$ cat config.mk
export PLATFORM = sky130hd
export DESIGN_NAME = nfb_mul
export DESIGN_NICKNAME = d
export VERILOG_FILES = /design/src/rtl/nfb_pkg.sv /design/src/rtl/nfb_mul.sv
export SDC_FILE = /design/constraint.sdc
export NUM_CORES = 2
export LEC_CHECK = 0
export BUFFER_PORTS_ARGS = -buffer_cell sky130_fd_sc_hd__buf_2
export CAP_MARGIN = 20
export CORE_MARGIN = 1.5
export CORE_UTILIZATION = 45
export DETAILED_ROUTE_END_ITERATION = 8
export GPL_ROUTABILITY_DRIVEN = 0
export PLACE_DENSITY_LB_ADDON = 0.08
export SLEW_MARGIN = 20
export SYNTH_ARGS = -nofsm -noshare
export SYNTH_HDL_FRONTEND = slang
export SYNTH_SLANG_ARGS = --single-unit
$ cat constraint.sdc
create_clock -name clk_i -period 9.5 [get_ports clk_i]
set_input_delay 2.375 -clock clk_i [delete_from_list [all_inputs] [get_ports clk_i]]
set_output_delay 2.375 -clock clk_i [all_outputs]
set_load 0.01 [all_outputs]
$ cat src/rtl/nfb_pkg.sv
`default_nettype none

package nfb_pkg;

  localparam int DATA_W  = 16;
  localparam int ACC_W   = 38;
  localparam int MUL_A_W = 33;
  localparam int MUL_B_W = 20;
  localparam int MUL_P_W = MUL_A_W + MUL_B_W;

  localparam logic [63:0] ONE_Q32 = 64'h0000_0001_0000_0000;

  typedef enum logic [1:0] {
    REQ_ACT    = 2'd0,
    REQ_TARGET = 2'd1,
    REQ_ERROR  = 2'd2,
    REQ_WLOAD  = 2'd3
  } req_type_e;

  localparam logic [1:0] CFG_LEARN_RATE = 2'd0;
  localparam logic [1:0] CFG_MOMENTUM   = 2'd1;
  localparam logic [1:0] CFG_ACT_MODE   = 2'd2;

  localparam logic RES_OUTPUT   = 1'b0;
  localparam logic RES_GRADIENT = 1'b1;

  typedef enum logic [3:0] {
    ST_CLEAR,
    ST_IDLE,
    ST_F_MUL,
    ST_F_ACC,
    ST_F_RND,
    ST_T_MUL,
    ST_T_LUT,
    ST_T_OUT,
    ST_G_YY,
    ST_G_D,
    ST_G_UD,
    ST_G_G,
    ST_U_X,
    ST_U_XG,
    ST_U_P,
    ST_U_Q
  } state_e;

  typedef struct packed {
    logic                       en;
    logic signed [MUL_A_W-1:0]  a;
    logic signed [MUL_B_W-1:0]  b;
  } mul_req_t;

  function automatic logic signed [15:0] sat16(logic signed [53:0] v);
    if (v > 54'sd32767) return 16'sh7fff;
    if (v < -54'sd32768) return 16'sh8000;
    return v[15:0];
  endfunction

  // shift-subtract divide, used only on constants while building the table
  function automatic logic [63:0] udiv64(logic [63:0] num, logic [63:0] den);
    logic [63:0] q;
    logic [64:0] r;
    q = '0;
    r = '0;
    for (int k = 63; k >= 0; k--) begin
      r = {r[63:0], num[k]};
      if (r >= {1'b0, den}) begin
        r = r - {1'b0, den};
        q[k] = 1'b1;
      end
    end
    return q;
  endfunction

  function automatic logic [63:0] mul_q32(logic [63:0] a, logic [63:0] b);
    logic [127:0] p;
    p = 128'(a) * 128'(b);
    p = p + (128'd1 << 31);
    return p[95:32];
  endfunction

  // tanh at bin center, q4.12, via exp(-2x) from repeated squares
  function automatic logic signed [15:0] tanh_entry(int unsigned i, int unsigned size);
    logic [63:0] e [16];
    logic [63:0] x;
    logic [63:0] two_x;
    logic [63:0] t;
    logic [63:0] num;
    logic [63:0] den;
    logic [63:0] q;
    e[0] = ONE_Q32 - (64'd1 << 20) + (64'd1 << 7);
    for (int k = 1; k < 16; k++) e[k] = mul_q32(e[k-1], e[k-1]);
    x = udiv64(64'(2 * i + 1) * 64'd16384, 64'(size));
    two_x = (x << 1) & 64'h0000_0000_0000_ffff;
    t = ONE_Q32;
    for (int k = 0; k < 16; k++) begin
      if (two_x[k]) t = mul_q32(t, e[k]);
    end
    num = (ONE_Q32 - t) * 64'd4096;
    den = ONE_Q32 + t;
    q = udiv64(num + (den >> 1), den);
    return q[15:0];
  endfunction

endpackage

`default_nettype wire

$ cat src/rtl/nfb_mul.sv
`default_nettype none

module nfb_mul (
  input  wire logic                                 clk_i,
  input  wire nfb_pkg::mul_req_t                    req_i,
  output logic signed [nfb_pkg::MUL_P_W-1:0]        prod_o
);
  import nfb_pkg::*;

  logic signed [MUL_P_W-1:0] prod_q;

  always_ff @(posedge clk_i) begin
    if (req_i.en) begin
      prod_q <= req_i.a * req_i.b;
    end
  end

  assign prod_o = prod_q;

endmodule

`default_nettype wire

==> results.sh <==
export IMPL_outcome="finished clean"
export IMPL_ys_types=58
export IMPL_crit_path_start="req_i[7]"
export IMPL_drc=0
export IMPL_crit_end="prod_o[49]"
export IMPL_row_count=86
export IMPL_syn_num_nets=3471
export IMPL_worst_path_buf_inv=7
export IMPL_num_vias=17268
export IMPL_postCtsSetupBuffers=0
export IMPL_start_util_pct=45.4
export IMPL_boundaryPins=108
export IMPL_dpl_hpwl_mm=57.2
export IMPL_ant_nets=0
export IMPL_slowest_delay_ns=0.65
export IMPL_largest_register_ffs=53
export IMPL_yosys_warnings=0
export IMPL_die_area_um2=56800
export IMPL_cts_inserted_buffers=5
export IMPL_first_pass_iters=5
export IMPL_syn2layout_area_growth_pct=8.32
export IMPL_place_ws_ns=0.128
export IMPL_synth_edff_count=53
export IMPL_max_freq_ghz=0.111
export IMPL_wl_per_cell_um=19.2
export IMPL_numClockSinks=53
export IMPL_tightest_slew_ns=0.799
export IMPL_hold_viol=0
export IMPL_antenna_found_initial=4
export IMPL_required_ns=9.70
export IMPL_post_cts_resized=0
export IMPL_async_flop_share_pct=0
export IMPL_end_kind="flop"
export IMPL_drv_cap=0
export IMPL_cts_tree="done"
export IMPL_startpoint_type="primary input"
export IMPL_track_usage_pct=24.7
export IMPL_hp_class="primary input to flop"
export IMPL_critPathArrivalTime_ns=9.23
export IMPL_syn_area_um2=24900
export IMPL_synth_seq_cells=53
export IMPL_cts_htree_levels=2
export IMPL_cp_common_cell="fa_1"
export IMPL_coreArea_um2=54900
export IMPL_max_slew_margin_pct=46.7
export IMPL_nNetsFinal=3580
export IMPL_grt_max_degree=54
export IMPL_drt_initial_drc_count=693
export IMPL_hold_worst_slack_ns=2.71
export IMPL_grt_pass1_wl_mm=107
export IMPL_path_delay_family="adder cells"
export IMPL_slowest_stage="a2111oi_2"
export IMPL_die_w_um=238
export IMPL_grt_ovfl_total=0
export IMPL_fin_crit_sh_pct=95.0
export IMPL_cts_clk_slew_worst_paths_ns=0.08
export IMPL_slew_viol_final=0
export IMPL_drive_gt1_share_pct=9.46
export IMPL_layout_setup_ws_ns=0.474
export IMPL_hold_buffers=0
export IMPL_vias_per_cell=5.01
export IMPL_crit_cells=26
export IMPL_syn_avg_cell_area_um2=9.47
export IMPL_path_class="primary input to flop"
export IMPL_cts_buffer_depth=2
export IMPL_cts_root_buf="clkbuf_16"
export IMPL_grt_pass1_vias=19759
export IMPL_worst_path_max_fanout=29
export IMPL_netlist_instances=2629
export IMPL_setup_viol=0
export IMPL_finalCriticalPeriod_ns=9.03
export IMPL_setup_tns_ns=0
export IMPL_chipHeight_um=238
export IMPL_portBuffers=107
export IMPL_wl_mm=66.0
export IMPL_rsz0062_at_grt="no"
export IMPL_yosysSeqAreaShare_pct=6.39
export IMPL_yosys_most_used_dff="edfxtp_1"
## synth_stat cells (all sizes together), types with 2 or more instances
library cell  count  area (um^2)
o21a             11         90.1
or3               2         12.5
nor3b             2         15.0
o211ai            3         27.5
nand3             7         35.0
a2111oi           5         93.8
and2            345         2160
nor3              4         25.0
a21o             27          203
clkbuf          127          477
or2               2         12.5
fa              654        13100
nand2           307         1150
a211oi            8         65.1
a31oi             6         37.5
inv             714         2680
and3              3         23.8
o21bai            9         67.6
nand4             9         68.8
ha              133         1660
and4              2         17.5
xor2             16          140
nand2b           16          100
o21ai            20          104
nor2b             2         12.5
edfxtp           53         1590
nor2             41          154
a21oi            42          229
xnor2            42          368
## cells by family after synthesis
family                   synth area share [%]
XOR/XNOR                                 2.04
buffers and inverters                    12.7
adder cells (fa/ha/maj)                  59.2
AND/OR/NAND/NOR                          15.3
flip-flops                               6.39
multiplexers                           0.0452
AO/OA/AOI/OAI                            4.31
## layout make-up
type                       count  area [um^2]
fill                        5251        27900
clock inverter                 3         25.0
multi-input combinational   1733        20200
timing repair buffer         230         1520
clock buffer                   5          125
antenna                        1         2.50
inverter                     715         2680
sequential                    53         1590
tap                          704          881
## worst min path at each step
stage	from	endpoint	slack, ns	cells past startpoint
2_1_floorplan	req_i[53]	prod_o[0]	2.49	0
3_3_place_gp	prod_o[14]	prod_o[14]	2.78	1
3_5_place_dp	prod_o[14]	prod_o[14]	2.78	1
4_1_cts	req_i[53]	prod_o[50]	2.75	2
5_1_grt	req_i[53]	prod_o[50]	2.76	2
6_report	req_i[53]	prod_o[50]	2.71	2
## stage by stage
| stage | util [%] | std cells | area [um^2] |
|---|---|---|---|
| CTS | 49.2 | 3443 | 27000 |
| global placement | 48.9 | 3435 | 26800 |
| detailed placement | 48.9 | 3435 | 26800 |
| floorplan | - | 2629 | 24900 |
| global route | 49.2 | 3443 | 27000 |
| finish | 49.2 | 3444 | 27000 |
## placed cells by master (no fill, tap or decap), types with 3 or more instances in the layout
cell type | synthesis | final
inv_1 | 714 | 714
o21ai_0 | 19 | 19
nor3_1 | 3 | 3
xor2_1 | 16 | 16
buf_2 | 1 | 107
o21a_1 | 10 | 10
fa_1 | 654 | 654
clkbuf_16 | 0 | 5
and2_1 | 345 | 345
a31oi_1 | 6 | 6
nand4_1 | 7 | 7
xnor2_1 | 42 | 42
a21o_1 | 27 | 27
edfxtp_1 | 53 | 53
buf_4 | 0 | 118
a21oi_1 | 39 | 39
buf_12 | 0 | 5
nor2_1 | 41 | 41
nand3_1 | 7 | 7
ha_1 | 133 | 133
a211oi_1 | 7 | 7
nand2_1 | 307 | 307
nand2b_1 | 16 | 16
o21bai_1 | 9 | 9
## per-layer routing
layer	part of all wire (%)	vias up	track usage [%]
li1	-	7708	-
met1	38	9108	29.0
met2	55	334	46.8
met3	2.9	114	2.42
met4	4.0	4	8.75
met5	0.039	-	0
Power is not shown: default switching activity piles up to over one toggle a cycle in this logic, so the estimate is an artifact.
